[src/rtl/core/spq_pkg.sv]
// shared types and constants for the sorted priority queue
package spq_pkg;

    localparam int DEF_QUEUE_DEPTH = 16;

    localparam int CMD_W       = 2;
    localparam int STATUS_W    = 2;
    localparam int KEY_W       = 16;
    localparam int TAG_W       = 16;
    localparam int ITEMS_W     = 8;
    localparam int COUNT_OUT_W = 5;

    localparam logic [CMD_W-1:0] CMD_INSERT = 2'd0;
    localparam logic [CMD_W-1:0] CMD_POP    = 2'd1;
    localparam logic [CMD_W-1:0] CMD_PEEK   = 2'd2;

    localparam logic [STATUS_W-1:0] ST_OK    = 2'd0;
    localparam logic [STATUS_W-1:0] ST_FULL  = 2'd1;
    localparam logic [STATUS_W-1:0] ST_EMPTY = 2'd2;

    typedef struct packed {
        logic [KEY_W-1:0]   key;
        logic [TAG_W-1:0]   tag;
        logic               shopper;
        logic [ITEMS_W-1:0] items;
    } t_entry;

    typedef struct packed {
        logic                load;
        logic                rd_prev;
        logic                rd_head;
        logic                wr_shift;
        logic                wr_new;
        logic                resp;
        logic [STATUS_W-1:0] resp_status;
        logic                resp_head;
        logic                pop;
    } t_dp_cmd;

    typedef struct packed {
        logic empty;
        logic full;
        logic idx_is_one;
        logic key_gt;
    } t_dp_stat;

endpackage

[src/rtl/core/sorted_priority_queue_top.sv]
// Min-key priority queue held sorted in a ring-addressed memory of QUEUE_DEPTH entries.
// A request is taken when start is high and busy is low; its single result appears on the
// o_ ports in the cycle after its last cycle of work (the cycle busy falls, or the cycle
// after acceptance when busy never rises), marked by o_valid for exactly one cycle, and
// must be captured then since it cannot be held off. Rejected inserts (full), pops or
// peeks on an empty queue and unused command codes give their result without raising
// busy. A pop or peek goes through a head read state, then an output state (one registered
// memory read). An insert walks from the tail toward the head one entry at a time (read,
// then compare and shift up) and writes the new entry just after the nearest stored key
// not above it, or at the head in a put state, which an insert on an empty queue enters
// at once. Equal keys leave in arrival order.
module sorted_priority_queue_top #(
    parameter int QUEUE_DEPTH = spq_pkg::DEF_QUEUE_DEPTH
) (
    input  logic                                i_clk,
    input  logic                                i_rst_n,
    input  logic                                start,
    output logic                                busy,
    input  logic [spq_pkg::CMD_W-1:0]           i_command,
    input  logic [spq_pkg::KEY_W-1:0]           i_key,
    input  logic [spq_pkg::TAG_W-1:0]           i_entry_tag,
    input  logic                                i_shopper_flag,
    input  logic [spq_pkg::ITEMS_W-1:0]         i_item_count,
    output logic                                o_valid,
    output logic [spq_pkg::STATUS_W-1:0]        o_status,
    output logic                                o_head_valid,
    output logic [spq_pkg::KEY_W-1:0]           o_head_key,
    output logic [spq_pkg::TAG_W-1:0]           o_head_tag,
    output logic                                o_head_shopper,
    output logic [spq_pkg::ITEMS_W-1:0]         o_head_items,
    output logic [spq_pkg::COUNT_OUT_W-1:0]     o_entry_count
);
    import spq_pkg::*;

    t_dp_cmd  dp_cmd;
    t_dp_stat dp_stat;

    spq_ctrl u_ctrl (
        .i_clk     (i_clk),
        .i_rst_n   (i_rst_n),
        .start     (start),
        .busy      (busy),
        .i_command (i_command),
        .i_stat    (dp_stat),
        .o_cmd     (dp_cmd)
    );

    spq_datapath #(
        .QUEUE_DEPTH (QUEUE_DEPTH)
    ) u_datapath (
        .i_clk          (i_clk),
        .i_rst_n        (i_rst_n),
        .i_cmd          (dp_cmd),
        .o_stat         (dp_stat),
        .i_key          (i_key),
        .i_entry_tag    (i_entry_tag),
        .i_shopper_flag (i_shopper_flag),
        .i_item_count   (i_item_count),
        .o_valid        (o_valid),
        .o_status       (o_status),
        .o_head_valid   (o_head_valid),
        .o_head_key     (o_head_key),
        .o_head_tag     (o_head_tag),
        .o_head_shopper (o_head_shopper),
        .o_head_items   (o_head_items),
        .o_entry_count  (o_entry_count)
    );

`ifndef SYNTHESIS
    a_result_from_work: assert property (@(posedge i_clk) disable iff (!i_rst_n)
        o_valid |-> $past(busy) || $past(start))
        else $error("result without a request in progress");

    a_request_answered: assert property (@(posedge i_clk) disable iff (!i_rst_n)
        start && !busy |=> busy || o_valid)
        else $error("accepted request neither worked on nor answered");

    a_head_only_ok: assert property (@(posedge i_clk) disable iff (!i_rst_n)
        o_valid && o_head_valid |-> o_status == ST_OK)
        else $error("head returned with error status");

    a_empty_count: assert property (@(posedge i_clk) disable iff (!i_rst_n)
        o_valid && o_status == ST_EMPTY |-> o_entry_count == '0)
        else $error("empty status with nonzero count");
`endif

endmodule

[src/rtl/core/spq_datapath.sv]
// entry memory, ring pointers, insert index and result registers
module spq_datapath #(
    parameter int QUEUE_DEPTH = spq_pkg::DEF_QUEUE_DEPTH
) (
    input  logic                                i_clk,
    input  logic                                i_rst_n,
    input  spq_pkg::t_dp_cmd                    i_cmd,
    output spq_pkg::t_dp_stat                   o_stat,
    input  logic [spq_pkg::KEY_W-1:0]           i_key,
    input  logic [spq_pkg::TAG_W-1:0]           i_entry_tag,
    input  logic                                i_shopper_flag,
    input  logic [spq_pkg::ITEMS_W-1:0]         i_item_count,
    output logic                                o_valid,
    output logic [spq_pkg::STATUS_W-1:0]        o_status,
    output logic                                o_head_valid,
    output logic [spq_pkg::KEY_W-1:0]           o_head_key,
    output logic [spq_pkg::TAG_W-1:0]           o_head_tag,
    output logic                                o_head_shopper,
    output logic [spq_pkg::ITEMS_W-1:0]         o_head_items,
    output logic [spq_pkg::COUNT_OUT_W-1:0]     o_entry_count
);
    import spq_pkg::*;

    localparam int AW = $clog2(QUEUE_DEPTH);
    localparam int CW = $clog2(QUEUE_DEPTH + 1);

    t_entry          r_mem [QUEUE_DEPTH];
    t_entry          r_rd;
    t_entry          r_new;
    logic [AW-1:0]   r_head;
    logic [CW-1:0]   r_count;
    logic [CW-1:0]   n_count;
    logic [CW-1:0]   r_idx;
    logic [AW-1:0]   w_addr;
    logic [AW-1:0]   rd_addr;
    logic            we;
    t_entry          w_data;

    function automatic logic [AW-1:0] f_phys(input logic [AW-1:0] head,
                                             input logic [CW-1:0] off);
        logic [AW:0] sum;
        sum = {1'b0, head} + (AW+1)'(off);
        if (sum >= (AW+1)'(QUEUE_DEPTH)) begin
            sum = sum - (AW+1)'(QUEUE_DEPTH);
        end
        return sum[AW-1:0];
    endfunction

    assign o_stat.empty      = (r_count == '0);
    assign o_stat.full       = (r_count == CW'(QUEUE_DEPTH));
    assign o_stat.idx_is_one = (r_idx == CW'(1));
    assign o_stat.key_gt     = (r_rd.key > r_new.key);

    assign w_addr  = f_phys(r_head, r_idx);
    assign rd_addr = i_cmd.rd_head ? r_head : f_phys(r_head, r_idx - CW'(1));
    assign we      = i_cmd.wr_shift | i_cmd.wr_new;
    assign w_data  = i_cmd.wr_shift ? r_rd : r_new;

    always_comb begin
        n_count = r_count;
        if (i_cmd.wr_new) begin
            n_count = r_count + CW'(1);
        end else if (i_cmd.pop) begin
            n_count = r_count - CW'(1);
        end
    end

    // entry memory
    always_ff @(posedge i_clk) begin
        if (we) begin
            r_mem[w_addr] <= w_data;
        end
        if (i_cmd.rd_prev | i_cmd.rd_head) begin
            r_rd <= r_mem[rd_addr];
        end
    end

    always_ff @(posedge i_clk) begin
        if (!i_rst_n) begin
            r_head  <= '0;
            r_count <= '0;
        end else begin
            r_count <= n_count;
            if (i_cmd.pop) begin
                r_head <= (r_head == AW'(QUEUE_DEPTH - 1)) ? '0 : r_head + AW'(1);
            end
        end
    end

    always_ff @(posedge i_clk) begin
        if (i_cmd.load) begin
            r_new.key     <= i_key;
            r_new.tag     <= i_entry_tag;
            r_new.shopper <= i_shopper_flag;
            r_new.items   <= i_item_count;
            r_idx         <= r_count;
        end else if (i_cmd.wr_shift) begin
            r_idx <= r_idx - CW'(1);
        end
    end

    // result registers
    always_ff @(posedge i_clk) begin
        if (!i_rst_n) begin
            o_valid <= 1'b0;
        end else begin
            o_valid <= i_cmd.resp;
        end
    end

    always_ff @(posedge i_clk) begin
        if (i_cmd.resp) begin
            o_status       <= i_cmd.resp_status;
            o_head_valid   <= i_cmd.resp_head;
            o_head_key     <= i_cmd.resp_head ? r_rd.key : '0;
            o_head_tag     <= i_cmd.resp_head ? r_rd.tag : '0;
            o_head_shopper <= i_cmd.resp_head ? r_rd.shopper : 1'b0;
            o_head_items   <= i_cmd.resp_head ? r_rd.items : '0;
            o_entry_count  <= COUNT_OUT_W'(n_count);
        end
    end

endmodule

[src/rtl/core/spq_ctrl.sv]
// command sequencer for insert walk and head read
module spq_ctrl (
    input  logic                          i_clk,
    input  logic                          i_rst_n,
    input  logic                          start,
    output logic                          busy,
    input  logic [spq_pkg::CMD_W-1:0]     i_command,
    input  spq_pkg::t_dp_stat             i_stat,
    output spq_pkg::t_dp_cmd              o_cmd
);
    import spq_pkg::*;

    localparam logic [2:0] S_IDLE    = 3'd0;
    localparam logic [2:0] S_INS_RD  = 3'd1;
    localparam logic [2:0] S_INS_CMP = 3'd2;
    localparam logic [2:0] S_INS_PUT = 3'd3;
    localparam logic [2:0] S_HD_RD   = 3'd4;
    localparam logic [2:0] S_HD_OUT  = 3'd5;

    logic [2:0] r_state;
    logic [2:0] n_state;
    logic       r_pop;
    logic       n_pop;

    assign busy = (r_state != S_IDLE);

    always_comb begin
        n_state = r_state;
        n_pop   = r_pop;
        o_cmd   = '0;
        case (r_state)
            S_IDLE: begin
                if (start) begin
                    case (i_command)
                        CMD_INSERT: begin
                            if (i_stat.full) begin
                                o_cmd.resp        = 1'b1;
                                o_cmd.resp_status = ST_FULL;
                            end else begin
                                o_cmd.load = 1'b1;
                                n_state    = i_stat.empty ? S_INS_PUT : S_INS_RD;
                            end
                        end
                        CMD_POP, CMD_PEEK: begin
                            if (i_stat.empty) begin
                                o_cmd.resp        = 1'b1;
                                o_cmd.resp_status = ST_EMPTY;
                            end else begin
                                n_pop   = (i_command == CMD_POP);
                                n_state = S_HD_RD;
                            end
                        end
                        default: begin
                            o_cmd.resp        = 1'b1;
                            o_cmd.resp_status = ST_OK;
                        end
                    endcase
                end
            end
            S_INS_RD: begin
                o_cmd.rd_prev = 1'b1;
                n_state       = S_INS_CMP;
            end
            S_INS_CMP: begin
                if (i_stat.key_gt) begin
                    o_cmd.wr_shift = 1'b1;
                    n_state        = i_stat.idx_is_one ? S_INS_PUT : S_INS_RD;
                end else begin
                    o_cmd.wr_new      = 1'b1;
                    o_cmd.resp        = 1'b1;
                    o_cmd.resp_status = ST_OK;
                    n_state           = S_IDLE;
                end
            end
            S_INS_PUT: begin
                o_cmd.wr_new      = 1'b1;
                o_cmd.resp        = 1'b1;
                o_cmd.resp_status = ST_OK;
                n_state           = S_IDLE;
            end
            S_HD_RD: begin
                o_cmd.rd_head = 1'b1;
                n_state       = S_HD_OUT;
            end
            S_HD_OUT: begin
                o_cmd.resp        = 1'b1;
                o_cmd.resp_status = ST_OK;
                o_cmd.resp_head   = 1'b1;
                o_cmd.pop         = r_pop;
                n_state           = S_IDLE;
            end
            default: begin
                n_state = S_IDLE;
            end
        endcase
    end

    always_ff @(posedge i_clk) begin
        if (!i_rst_n) begin
            r_state <= S_IDLE;
            r_pop   <= 1'b0;
        end else begin
            r_state <= n_state;
            r_pop   <= n_pop;
        end
    end

endmodule
[config.mk]
export PLATFORM = sky130hd
export DESIGN_NAME = sorted_priority_queue_top
export DESIGN_NICKNAME = d
export VERILOG_FILES = /design/src/rtl/core/spq_pkg.sv /design/src/rtl/core/sorted_priority_queue_top.sv /design/src/rtl/core/spq_datapath.sv /design/src/rtl/core/spq_ctrl.sv
export SDC_FILE = /design/constraint.sdc
export NUM_CORES = 1
export LEC_CHECK = 0
export ABC_AREA = 0
export BUFFER_PORTS_ARGS = -buffer_cell sky130_fd_sc_hd__buf_4
export CELL_PAD_IN_SITES_DETAIL_PLACEMENT = 0
export CELL_PAD_IN_SITES_GLOBAL_PLACEMENT = 2
export CORE_UTILIZATION = 40
export CTS_CLUSTER_SIZE = 12
export DETAILED_ROUTE_END_ITERATION = 7
export HOLD_SLACK_MARGIN = 0.08
export PLACE_DENSITY = 0.83
export SLEW_MARGIN = 20
export SYNTH_ARGS = -nofsm -noshare
export SYNTH_HDL_FRONTEND = slang
export SYNTH_SLANG_ARGS = --single-unit
[constraint.sdc]
create_clock -name i_clk -period 5.9 [get_ports i_clk]
set_input_delay 0.885 -clock i_clk [delete_from_list [all_inputs] [get_ports i_clk]]
set_output_delay 0.885 -clock i_clk [all_outputs]
set_load 0.01 [all_outputs]
# Yosys cells after proc, flatten, opt, wreduce, memory -nomap -nowiden

Memories as Yosys holds them, arrays and structs flattened. A register that Yosys moved wholly into a read port is not among the register bits.
Cells that the tools add are included.

Bits in registers: 109
RAM bits: 656
Input bits: 46
Output and inout port bits: 51
Logic and storage cells: 90
Memories kept: 1

Memory list:

| memory           | words | width | read ports | clocked after Yosys merged registers in | wr ports | line               | source |
|---|---|---|---|---|---|---|---|
| u_datapath.r_mem | 16    | 41    | 1          | 1                                       | 1        | spq_datapath.sv:27 | `t_entry r_mem [QUEUE_DEPTH];` |

Add/subtract/negate cells: 8
$lt $le $gt $ge: 3
Equal/unequal tests: 14
Muxes and demuxes: 35
Bitwise gates (word level): 3
Reductions and logical operators: 9

Operator list:

| operator                                                            | number |
|---|---|
| 41-bit 2-to-1 mux                                                   | 1 |
| 3-bit 2-to-1 mux                                                    | 7 |
| 4-bit 2-to-1 mux                                                    | 5 |
| 5-bit 2-to-1 mux                                                    | 4 |
| 16-bit > comparator                                                 | 1 |
| 3-bit one-hot mux with 2 select lines                               | 2 |
| 3-bit one-hot mux with 4 select lines                               | 1 |
| 4-bit by 5-bit adder with 5-bit output                              | 2 |
| 5-bit greater-or-equal comparator (second input constant)           | 2 |
| 1-bit 2-to-1 mux                                                    | 10 |
| 5-bit by 1-bit subtractor with 5-bit output (second input constant) | 2 |
| 3-bit inequality test (second input constant)                       | 3 |
| 3-bit one-hot mux with 3 select lines                               | 1 |
| 4-bit AND reduction                                                 | 2 |
| 4-bit by 1-bit subtractor with 4-bit output (second input constant) | 2 |
| 3-bit by 2-bit == test with 1-bit output (second input constant)    | 2 |
| 3-bit == test (second input constant)                               | 2 |
| 2-bit 2-to-1 mux                                                    | 3 |
| 5-bit by 1-bit adder with 5-bit output (second input constant)      | 1 |
| 5-bit by 1-bit == test with 1-bit output (second input constant)    | 1 |
| 5-bit == test (second input constant)                               | 1 |
| 5-bit logical NOT                                                   | 1 |
| 4-bit by 1-bit adder with 4-bit output (second input constant)      | 1 |
| 4-bit == test (second input constant)                               | 1 |
| other kinds (12)                                                    | 14 |

# Logic depth before layout (Yosys ltp)

Gate-level depths: netlist of run 1.

Depth after elaboration: 6
Gate-level depth with buffers: 12

# Hierarchy

Synthesis of run 1 repeated with hierarchy kept, for this count alone.

Cell total of the unflattened synthesis: 1,473
Area total of the unflattened synthesis: 31,575.3 sq um

By module, submodules not included:

| module       | times used | cells an instance | area an instance (sq um) | seq. area each (sq um) |
|---|---|---|---|---|
| spq_datapath | 1          | 1,424             | 31,191.2                 | 23,983.0 |
| spq_ctrl     | 1          | 49                | 384.1                    | 80.1 |

# Least setup slack after synthesis of run 1

No wires, ideal clock.

Path type: reg-to-reg
Start point: register, netlist name u_datapath.r_rd[32]
End point: register u_datapath.o_entry_count[0] in the netlist's numbering, enable pin
Data arrival time: 4,959 ps
Required time: 5,375 ps
Setup slack: 416 ps
Cell stages (with the launch flop): 7
Path buffers: 0
Period minus slack after synthesis: 5,484 ps
Cell sequence: edfxtp_1 > ha_1 > a41oi_1 > o21ai_0 > a22oi_1 > a31oi_1 > o21ai_0

RTL lines:

| item                   | line                | source |
|---|---|---|
| end signal: assignment | spq_datapath.sv:119 | `o_entry_count <= COUNT_OUT_W'(n_count);` |
| end: declaration       | spq_datapath.sv:20  | `output logic [spq_pkg::COUNT_OUT_W-1:0] o_entry_count` |

# Final worst setup path of run 1

Start point: register u_datapath.r_idx[1]
End point: register, netlist name u_datapath.r_rd[12]

Longest elaborated chain between the ends: 5
Elaborated cells between the ends (all ways): 6
Those cells by class: 3 x add/sub; 1 x order compare; 2 x mux

Ends and longest elaborated chain:

| item                                                                                             | line                                   | source |
|---|---|---|
| start: declaration                                                                               | spq_datapath.sv:33                     | `logic [CW-1:0] r_idx;` |
| start signal: assignment                                                                         | spq_datapath.sv:96                     | `r_idx <= r_count;` |
| start signal: assignment                                                                         | spq_datapath.sv:98                     | `r_idx <= r_idx - CW'(1);` |
| 5-bit by 1-bit subtractor with 5-bit output (*)                                                  | spq_datapath.sv:55                     | `assign rd_addr = i_cmd.rd_head ? r_head : f_phys(r_head, r_idx - CW'(1));` |
| 4-bit by 5-bit adder with 5-bit output (*)                                                       | spq_datapath.sv:42                     | `sum = {1'b0, head} + (AW+1)'(off);` |
| 4-bit by 1-bit subtractor with 4-bit output or 5-bit greater-or-equal comparator (tied branches) | spq_datapath.sv:44, spq_datapath.sv:43 |  |
| 4-bit 2-to-1 mux (*)                                                                             | spq_datapath.sv:43                     | `if (sum >= (AW+1)'(QUEUE_DEPTH)) begin` |
| 4-bit 2-to-1 mux (*)                                                                             | spq_datapath.sv:55                     |  |

Every way passes the cells marked *; elsewhere a longest branch is shown, timed or not.
A chain may end at the register's enable or synchronous reset.

==> impl_metrics.py, run 1 <==
metrics = {
    "synthesis": {
        "yosys.cell_types.count": 50,
        "synth_top_family_by_area": "simple AND/OR/NAND/NOR gates",
        "synth-simple-area-share_pct": 14.7,
        "postSynthCellCount": 2295,
        "ys_ff_latch": 806,
        "synthMuxAreaShare_pct": 3.87,
        "synth_xor_area_share_pct": 0.466,
        "synth-compound-area-share_pct": 2.15,
        "synth_adder_area_share_pct": 1.34,
        "synth_warnings": 0,
        "async_flop_share_pct": 0,
        "synth_top_area_share_pct": 74.4,
        "synth_nets": 2374,
        "synth_ff_type": "edfxtp_1",
        "netlist_area_um2": 32000,
        "synthTopCellsByArea": "edfxtp_1 74%, nand2_1 7.2%, nand3_1 4.6%",
        "synth_area_per_cell_um2": 13.9,
        "synth.largest_area_cell": "edfxtp_1",
        "ys_seq_area_share_pct": 75.3,
        "synth_edf_count": 792,
    },
    "final_layout": {
        "num-fill-cells": 6831,
        "fin_util_pct": 46.4,
        "fin_cells": 3505,
        "multi_input_area_um2": 7440,
        "nNetsFinal": 2484,
        "regArea_um2": 24100,
        "n_antenna_cell": 0,
        "drive_gt1_share_pct": 12.7,
        "areaGrowthSynthToFinish_pct": 14.7,
        "fin_area_um2": 36700,
    },
    "die": {
        "die_w_um": 285,
        "initial_utilization_pct": 40.5,
        "die_area_um2": 81100,
        "die_y_um": 285,
        "rows": 103,
        "core_um2": 79000,
        "pin_count": 97,
    },
    "global_routing": {
        "first_global_vias": 18495,
        "grt_max_degree": 114,
        "track_usage_pct": 19.5,
        "grt_util_met3_pct": 2.81,
        "grt.busiest_layer": "met2",
        "grt_overflow": 0,
        "grt_pass1_wl_um": 118000,
        "grt_util_met2_pct": 32.8,
        "grt_antenna_before_repair": 1,
        "met1_usage_pct": 26.3,
    },
    "timing": {
        "worst_slack_ps": 2140,
        "setup_viol_count_final": 0,
        "worst_pin_slew_ps": 1140,
        "drv_slew": 0,
        "fmax_ghz": 0.266,
        "setup_tns_ps": 0,
        "fin_worst_skew_ps": 25.8,
        "fin_crit_sh_pct": 63.7,
        "layout_min_cycle_time_ps": 3760,
        "rsz0062_at_grt": "false",
        "slew_headroom_pct": 23.6,
        "worst_hold_slack_ps": 426,
        "hold_violations": 0,
    },
    "pwr": {
        "pwr-share-clk_pct": 37.4,
        "peakVddDrop_v": 0.000200,
        "p_switching_mw": 3.28,
        "internal-power_mw": 9.88,
        "seq_power_share_pct": 50.5,
        "p_sw_share_pct": 24.9,
        "power_mw": 13.2,
        "powerDensity_nw_per_um2": 359,
        "p_leak_nw": 12.7,
        "p_comb_share_pct": 12.2,
    },
    "status": {
        "status": "completed",
    },
    "placement": {
        "place_hpwl_um": 41200,
        "gp_congestion": 0.788,
        "post_dp_cell_area_um2": 34200,
        "io_buffers": 96,
        "pre_cts_ws_ps": 2140,
        "dpl.cell_count": 3370,
    },
    "routing": {
        "wirelength_um": 79800,
        "ant_nets": 0,
        "vias_per_cell": 5.35,
        "drtPass1Iterations": 6,
        "route.detailed.drc": 0,
        "wl_per_cell_um": 22.8,
        "initialDrtViolationCount": 1688,
        "num_vias": 18759,
    },
    "critical_path": {
        "crit_required_ps": 6270,
        "path_cells": "inv_1, ha_1, inv_1, fa_1, xor2_1, mux2i_1, and2_4, buf_4, a32oi_1, nand3_1, mux2i_1",
        "crit_family": "simple AND/OR/NAND/NOR gates",
        "cp.arrival_ps": 4130,
        "slowest_stage": "and2_4",
        "crit_type": "reg -> reg",
        "path_buf_inv": 3,
        "cp-end-kind": "flip-flop",
        "worst-path-max-fanout": 61,
        "critical_path.max_stage_delay_ps": 920,
        "critPathLaunchType": "flip-flop",
    },
    "clock_network": {
        "cts_max_level": 3,
        "ctsHoldBuffers": 0,
        "clock-root-buffer": "clkbuf_16",
        "cts_buffer_depth": 3,
        "cts_tree": "yes",
        "post_cts_buffers": 0,
        "insertion_delay_ps": 640,
        "numCtsBuffers": 83,
        "cts_resized": 0,
        "cts_sinks": 806,
        "clkTransAtPathRegs_ps": 60,
    },
    "worst_hold_path": {
        "hold_class": "in -> reg",
    },
    "job": {
        "max_cap_viol_count": 0,
    },
}
## power by group through the flow
| stage | Sequential (mW) | Clock, mW | Combinational, mW |
|---|---|---|---|
| CTS | 6.64 | 5.00 | 1.62 |
| global route | 6.66 | 5.23 | 1.76 |
| floorplan | 6.76 | 0 | 0.975 |
| global placement | 6.76 | 0 | 1.59 |
| detailed placement | 6.76 | 0 | 1.62 |
| finish | 6.64 | 4.92 | 1.60 |
## worst register-to-register path: stages, from the launching register on
cell and delay [ps]:
edfxtp_1 430, inv_1 100, ha_1 300, inv_1 70
fa_1 370, xor2_1 170, mux2i_1 440, and2_4 920
buf_4 430, a32oi_1 90, nand3_1 130, mux2i_1 80
## cell families (layout without fill, tap and decap cells)
logic type / after synthesis / after routing
mux: 120 / 120
flops: 806 / 806
fa+ha+maj: 33 / 33
buf+inv: 154 / 314
xor+xnor: 17 / 17
simple gates: 1068 / 1068
compound gates: 97 / 97
## Yosys cell counts (2+ instances only)
cell type	number
mux2i_1	91
buf_2	48
nand3_1	292
a32oi_1	41
buf_4	15
nor2b_1	6
a21oi_1	18
nand4_1	49
nor2_1	34
xnor2_1	10
fa_1	2
o21ai_0	24
nor3b_1	2
ha_1	31
clkbuf_1	56
nor3_1	3
and2_1	46
nand2_1	616
dfxtp_1	14
edfxtp_1	792
a31oi_1	2
nand2b_1	9
xor2_1	7
mux2_2	28
inv_1	27
buf_1	7
a21o_1	2
## cell type report
class	instances	share of cell area [%]
Sequential cell	806	65.6
Tap cell	1050	3.58
Multi-Input combinational cell	1335	20.3
Timing Repair Buffer	152	3.48
Inverter	27	0.276
Clock inverter	27	0.628
Clock buffer	108	6.15
## path summary, 6_finish.rpt
kind                                     end                start  depth (start not counted)  slack [ps]
setup reg to reg         u_datapath.r_rd[12]  u_datapath.r_idx[1]                         11        2140
setup / recovery         u_datapath.r_rd[12]  u_datapath.r_idx[1]                         11        2140
hold / removal          u_datapath.r_new[28]             i_key[3]                          1         430
hold reg to reg   u_datapath.o_head_items[6]   u_datapath.r_rd[6]                          1         550
## registers in the layout, indices dropped and copies added (netlist names), 8 cells and up
| name | flops |
|---|---|
| u_datapath.o_head_key | 16 |
| u_datapath.r_rd | 41 |
| u_datapath.r_mem | 656 |
| u_datapath.o_head_tag | 16 |
| u_datapath.r_new | 41 |
| u_datapath.o_head_items | 8 |
## cell usage in the layout, fill, tap and decap left out, types with 7 or more instances in the layout
cell,count
dfxtp_1,14
clkbuf_16,87
nand4_1,49
mux2_2,28
inv_1,26
nor2_1,17
xor2_1,7
nand2b_1,9
nand3_1,292
buf_4,142
clkinv_1,16
a21oi_1,18
a32oi_1,41
nor2_4,18
o21ai_0,17
xnor2_1,9
nand2_1,616
and2_1,45
ha_1,31
clkbuf_1,21
edfxtp_1,792
mux2i_1,90
buf_12,7
## layer usage
layer / wire length, µm / vias to the layer above
li1: - / 8584
met1: 34300 / 9509
met2: 39000 / 582
met3: 4770 / 84
met4: 1650 / 0
met5: 0 / -
(Power assumes the default switching activity.)
==> run 2: changes to the inputs <==
- ABC_AREA: 0 -> 1
- CORE_UTILIZATION: 40 -> 43
- PLACE_DENSITY: 0.83 -> 0.87
- clock period: 5.9 -> 3.7 ns (I/O delays scaled with it)
==> run 2 against run 1 <==
Compared with the run above:
- die area is 2.5% lower
- sequential power is 67% higher
- hold slack worse by 320 ps
- first-iteration DRC count fell by 6.4%
- final cell count rose by 15%
- clock power increased by 60%
- core utilization up 4.3 points
- total power grew 87%
- register-to-register slack worse by 1900 ps
- synthesized cell count rose by 22%
- worst setup slack worse by 1900 ps
- count of clock-buffer cells in the layout increased by 3
- critical path type unchanged
- largest cell class unchanged
- largest power group unchanged
==> impl_metrics.py, run 2 <==
metrics = {
    "status": {
        "status": "completed",
    },
    "timing": {
        "setup_tns_ps": 0,
        "fmax_ghz": 0.292,
        "worst_hold_slack_ps": 107,
        "fin_crit_sh_pct": 92.5,
        "worst_pin_slew_ps": 864,
        "hold_violations": 0,
        "worst_slack_ps": 277,
        "rsz0062_at_grt": "false",
        "setup_viol_count_final": 0,
        "drv_slew": 0,
        "slew_headroom_pct": 42.4,
        "layout_min_cycle_time_ps": 3420,
        "fin_worst_skew_ps": 29.4,
    },
    "synthesis": {
        "yosys.cell_types.count": 34,
        "synthTopCellsByArea": "edfxtp_1 71%, nand2_1 8.6%, o211ai_1 5.5%",
        "synth.largest_area_cell": "edfxtp_1",
        "synth_nets": 2882,
        "ys_seq_area_share_pct": 71.8,
        "postSynthCellCount": 2803,
        "synth_area_per_cell_um2": 12.0,
        "async_flop_share_pct": 0,
        "synthTopCellsByCount": "792 x edfxtp_1, 765 x nand2_1, 344 x inv_1",
        "synth_warnings": 0,
        "ys_ff_latch": 806,
        "synth_ff_type": "edfxtp_1",
        "yosysMostFrequentCell": "edfxtp_1",
        "synth_edf_count": 792,
        "synth_top_area_share_pct": 71.0,
        "netlist_area_um2": 33500,
    },
    "final_layout": {
        "layout_common_cells": "792 x edfxtp_1, 761 x nand2_1, 343 x inv_1",
        "nNetsFinal": 3033,
        "areaGrowthSynthToFinish_pct": 15.8,
        "final_common_cell": "edfxtp_1",
        "n_antenna_cell": 0,
        "largest_register_ffs": 656,
        "fin_util_pct": 50.7,
        "top_register": "u_datapath.r_mem",
        "fin_cells": 4038,
        "reg_top3": "u_datapath.r_mem (656), u_datapath.r_new (41), u_datapath.r_rd (41)",
        "drive_gt1_share_pct": 10.9,
    },
    "worst_hold_path": {
        "hold_depth": 1,
        "hold_class": "in -> reg",
    },
    "placement": {
        "dpl.cell_count": 3875,
        "io_buffers": 96,
        "gp_congestion": 0.788,
        "pre_cts_ws_ps": 188,
        "place_hpwl_um": 42000,
    },
    "clock_network": {
        "insertion_delay_ps": 630,
        "numCtsBuffers": 85,
        "clkTransAtPathRegs_ps": 60,
        "post_cts_buffers": 0,
        "cts_tree": "yes",
        "clock-root-buffer": "clkbuf_16",
        "cts_buffer_depth": 3,
        "cts_max_level": 3,
        "cts_resized": 0,
        "cts_sinks": 806,
    },
    "pwr": {
        "p_leak_nw": 14.9,
        "powerDensity_nw_per_um2": 635,
        "peakVddDrop_v": 0.000463,
    },
    "routing": {
        "drtPass1Iterations": 5,
        "vias_per_cell": 5.19,
        "wl_per_cell_um": 20.5,
        "wirelength_um": 82900,
        "route.detailed.drc": 0,
        "num_vias": 20962,
        "initialDrtViolationCount": 1580,
        "ant_nets": 0,
    },
    "die": {
        "rows": 101,
        "die_area_um2": 79000,
        "pin_count": 97,
        "die_w_um": 281,
        "die_y_um": 281,
        "core_um2": 76500,
        "initial_utilization_pct": 43.8,
    },
    "global_routing": {
        "grt_overflow": 0,
        "grt_max_degree": 107,
        "grt_antenna_before_repair": 0,
        "first_global_vias": 20247,
        "grt_pass1_wl_um": 125000,
        "track_usage_pct": 21.3,
    },
    "critical_path": {
        "critPathLaunchType": "flip-flop",
        "cp.arrival_ps": 3670,
        "worst-path-max-fanout": 49,
        "ff2ff_path_depth": 9,
        "crit_type": "reg -> reg",
        "crit_required_ps": 3940,
        "cp-end-kind": "flip-flop",
    },
    "job": {
        "max_cap_viol_count": 0,
    },
}
## run 2: changes by cell type after synthesis, moves of 36 or more
| cell | before | now |
|---|---|---|
| nand3_1 | 292 | 141 |
| a32oi_1 | 41 | 0 |
| nand2_1 | 616 | 765 |
| o21ai_0 | 24 | 104 |
| buf_2 | 48 | 111 |
| mux2i_1 | 91 | 0 |
| nor2_1 | 34 | 117 |
| clkbuf_1 | 56 | 17 |
| nand4_1 | 49 | 5 |
| o211ai_1 | 1 | 247 |
| inv_1 | 27 | 344 |
| and2_1 | 46 | 0 |
| o21ai_1 | 0 | 36 |
## run 2: final timing paths
check                                     startpoint                  endpoint  slack, ps
worst max register to register  u_datapath.r_new[40]  u_datapath.o_head_tag[6]        280
worst min-delay path                  i_entry_tag[5]      u_datapath.r_new[14]        110
worst min register to register          u_ctrl.r_pop              u_ctrl.r_pop        560
worst max-delay path            u_datapath.r_new[40]  u_datapath.o_head_tag[6]        280
## run 2: area by class of cell
cell class	instances	area [µm²]
Clock buffer	111	2250
Tap cell	1030	1290
Inverter	348	1310
Fill cell	6520	37700
Sequential cell	806	24100
Timing Repair Buffer	214	2040
Clock inverter	30	275
Multi-Input combinational cell	1499	7570
## run 2: timing repair
item	in CTS	in global routing
hold endpoints to repair	22	0
endpoints found under the setup margin	0	0
hold buffers	22	0
## run 2: kinds of logic (layout without fill, tap and decap cells)
group           after synthesis  in the layout  synth area share (%)
simple gates               1038           1038                  12.3
flops                       806            806                  71.8
buf+inv                     498            703                  6.14
compound gates              413            413                  8.07
fa+ha+maj                    33             33                  1.28
xor+xnor                     15             15                 0.392
## run 2: per-stage QoR
step,area (µm²),total power [mW]
finish,38800,24.6
global route,38800,25.8
CTS,38800,24.9
detailed placement,36000,17.0
global placement,36000,16.9
floorplan,33500,14.9
## run 2: worst max-delay path, cell delays in order, from the launching register on
cell      delay, ps
edfxtp_1        380
inv_1           110
ha_1            290
a21oi_1         270
o21ai_0         150
a21oi_1         290
nand2_1         180
nand2_1         320
nand2_1         300
nand2_4         690
## run 2: power by group
part,total [mW],leakage [nW],internal (mW),switching (mW)
clock,7.87,1.23,4.53,3.34
combinational,5.70,6.33,1.75,3.95
sequential,11.1,7.29,10.9,0.170
## run 2: layer usage
metal	global-route usage [%]	up-vias	share of wire [%]
met5	0	-	0
met2	36.9	562	50
met1	28.1	10303	43
li1	-	9995	-
met4	5.69	0	1.9
met3	2.55	102	5.2
==> run 3: changes to the inputs <==
- CORE_UTILIZATION: 43 -> 41
- SLEW_MARGIN: 20 -> not set
- SYNTH_HIERARCHICAL: not set -> 1
==> run 3 against run 2 <==
Compared with the run above:
- via count grew 12%
- highest routed layer unchanged
- flip-flop and latch count did not move
- clock skew down 2.9 ps
- non-clock buffer count grew 32
- area after synthesis increased by 6.4%
- sequential share of layout area is 4.5 points lower
- hold slack better by 7.8 ps
- largest power group unchanged
- global-route usage shrank 0.38 points
- die area up 12%
- worst setup slack gained 90 ps
- critical path depth increased by 6
- clock power up 8.3%
==> impl_metrics.py, run 3 <==
metrics = {
    "final_layout": {
        "top_register": "u_datapath/r_mem",
        "largest_register_ffs": 656,
        "drive_gt1_share_pct": 9.99,
        "final_common_cell": "nand2_1",
        "regArea_um2": 24100,
        "layout_common_cells": "1192 x nand2_1, 792 x edfxtp_1, 569 x inv_1",
        "num-fill-cells": 7797,
        "nNetsFinal": 3729,
        "reg_top3": "u_datapath/r_mem (656), u_datapath/r_new (41), u_datapath/r_rd (41)",
        "multi_input_area_um2": 8850,
        "areaGrowthSynthToFinish_pct": 17.3,
        "fin_area_um2": 41800,
    },
    "job": {
        "max_cap_viol_count": 0,
    },
    "synthesis": {
        "synth_warnings": 6,
        "synth_top_area_share_pct": 66.7,
        "netlist_area_um2": 35700,
        "synth_area_per_cell_um2": 10.2,
        "ys_seq_area_share_pct": 67.5,
        "async_flop_share_pct": 0,
        "synth.largest_area_cell": "edfxtp_1",
        "postSynthCellCount": 3484,
        "ys_ff_latch": 806,
        "synth_edf_count": 792,
        "synthTopCellsByCount": "1195 x nand2_1, 792 x edfxtp_1, 573 x inv_1",
        "yosys.cell_types.count": 37,
        "yosysMostFrequentCell": "nand2_1",
        "synth_nets": 3562,
        "synth_ff_type": "edfxtp_1",
        "synthTopCellsByArea": "edfxtp_1 67%, nand2_1 13%, inv_1 6.0%",
    },
    "timing": {
        "layout_min_cycle_time_ps": 3330,
        "hold_violations": 0,
        "slew_headroom_pct": 42.1,
        "worst_pin_slew_ps": 869,
        "drv_slew": 0,
        "fin_worst_skew_ps": 26.5,
        "setup_viol_count_final": 0,
        "worst_hold_slack_ps": 115,
        "rsz0062_at_grt": "false",
        "fmax_ghz": 0.300,
        "fin_crit_sh_pct": 90.1,
        "worst_slack_ps": 367,
    },
    "placement": {
        "gp_congestion": 0.765,
        "pre_cts_ws_ps": 166,
        "place_hpwl_um": 52000,
        "post_dp_cell_area_um2": 38700,
        "io_buffers": 96,
    },
    "pwr": {
        "p_comb_share_pct": 19.7,
        "p_sw_share_pct": 29.1,
        "internal-power_mw": 17.1,
        "powerDensity_nw_per_um2": 576,
        "peakVddDrop_v": 0.000427,
        "seq_power_share_pct": 45.0,
        "pwr-share-clk_pct": 35.3,
        "p_switching_mw": 7.01,
        "p_leak_nw": 18.1,
        "power_mw": 24.1,
    },
    "routing": {
        "wl_per_cell_um": 18.9,
        "num_vias": 23578,
        "vias_per_cell": 4.85,
        "initialDrtViolationCount": 1629,
        "route.detailed.drc": 0,
        "ant_nets": 0,
        "wirelength_um": 91700,
        "drtPass1Iterations": 5,
    },
    "clock_network": {
        "cts_tree": "yes",
        "post_cts_buffers": 0,
        "clkTransAtPathRegs_ps": 60,
        "cts_sinks": 806,
        "numCtsBuffers": 89,
        "clock-root-buffer": "clkbuf_16",
        "insertion_delay_ps": 640,
        "cts_buffer_depth": 3,
        "cts_max_level": 3,
    },
    "die": {
        "core_um2": 85700,
        "die_y_um": 297,
        "pin_count": 97,
        "rows": 107,
        "initial_utilization_pct": 41.6,
        "die_w_um": 297,
        "die_area_um2": 88200,
    },
    "critical_path": {
        "critical_path.max_stage_delay_ps": 420,
        "crit_family": "simple AND/OR/NAND/NOR gates",
        "crit_required_ps": 4020,
        "r2r-start": "u_datapath/r_rd[32]",
        "ff2ff_path_depth": 15,
        "path_cells": "ha_1, nand2_1, nor2_1, nand4_1, nor3_1, a21oi_2, inv_1, o21ai_0, inv_1, inv_1, nand2_1, nand3_1, buf_4, nor2_4, buf_12",
        "worst-path-max-fanout": 17,
        "slowest_stage": "edfxtp_1",
        "path_buf_inv": 5,
        "r2r_slack_ps": 370,
        "cp.arrival_ps": 3660,
        "crit_type": "reg -> reg",
        "reg2reg_to": "u_datapath/r_mem[13][16]",
        "cp-end-kind": "flip-flop",
        "critPathLaunchType": "flip-flop",
        "worst_path_most_repeated_cell": "inv_1",
    },
    "global_routing": {
        "grt_overflow": 0,
        "grt_pass1_wl_um": 141000,
        "first_global_vias": 23184,
        "grt_max_degree": 165,
        "track_usage_pct": 20.9,
        "grt_antenna_before_repair": 0,
    },
    "status": {
        "status": "completed",
    },
    "worst_hold_path": {
        "hold_class": "in -> reg",
        "whs_endpoint": "u_datapath/r_new[8]",
        "hp-start": "i_shopper_flag",
        "hold_depth": 1,
    },
}
==> run 3: cell count changes after synthesis, sizes merged, moves of 39 or more <==
cell	previous run	this run
nand2	766	1198
nand3	141	412
o211ai	248	2
inv	348	578
o21ai	141	31
nor2	119	47
or2	1	64
a21oi	19	80
clkbuf	18	57
nand3b	2	41
==> run 3: final cells by class <==
type	count	share of cell area (%)
Clock inverter	40	0.924
Sequential cell	806	57.5
Antenna cell	1	0.00598
Inverter	578	5.20
Timing Repair Buffer	246	6.05
Tap cell	1144	3.42
Multi-Input combinational cell	1930	21.1
Clock buffer	115	5.73
==> run 3: through the flow <==
stage	std cells	utilization (%)	setup TNS, ps
after floorplan	3484	-	-308110
after global placement	4665	45.1	0
after detailed placement	4665	45.1	0
after CTS	4859	48.8	0
after global routing	4859	48.8	0
final	4860	48.8	0
==> run 3: per-layer routing <==
layer	share of wire (%)	vias to the layer above	track usage, %
li1	-	11582	-
met1	45	11299	28.2
met2	47	558	34.6
met3	5.1	139	3.45
met4	2.8	0	6.23
met5	0	-	0
==> run 3: worst max-delay path by stage <==
stage / startpoint / endpoint / slack, ps / depth (start not counted)
after floorplan: u_datapath/r_rd[36] / u_datapath/r_mem[0][0] / -470 / 14
after global placement: u_datapath/r_rd[32] / u_datapath/r_mem[14][7] / 190 / 15
after detailed placement: u_datapath/r_rd[28] / u_datapath/r_mem[13][14] / 170 / 15
after CTS: u_datapath/r_rd[28] / u_datapath/r_mem[13][9] / 140 / 15
after global routing: u_datapath/r_rd[30] / u_datapath/r_mem[13][16] / 120 / 16
final: u_datapath/r_rd[32] / u_datapath/r_mem[13][16] / 370 / 15
==> run 3: power by group through the flow <==
stage	clock network [mW]	logic, mW	registers [mW]
after floorplan	0	2.84	11.0
after global placement	0	4.75	11.0
after global routing	9.04	5.32	10.9
after detailed placement	0	4.75	11.0
after CTS	8.70	4.81	10.8
final	8.52	4.75	10.8
==> run 3: repair_timing <==
item / 4_1_cts / 5_1_grt
endpoints found under the setup margin: 0 / 12
resized for setup: 0 / 1
hold endpoints to repair: 39 / 0
hold buffers: 39 / 0
==> run 3: cell families (layout without fill, tap and decap cells) <==
logic type	Yosys count	in the layout	synth area share (%)
buffers and inverters	748	979	8.27
adder cells (fa/ha/maj)	32	32	1.16
flip-flops	806	806	67.5
AND/OR/NAND/NOR	1772	1772	21.1
other	0	1	0
AO/OA/AOI/OAI	117	117	1.72
XOR/XNOR	9	9	0.221
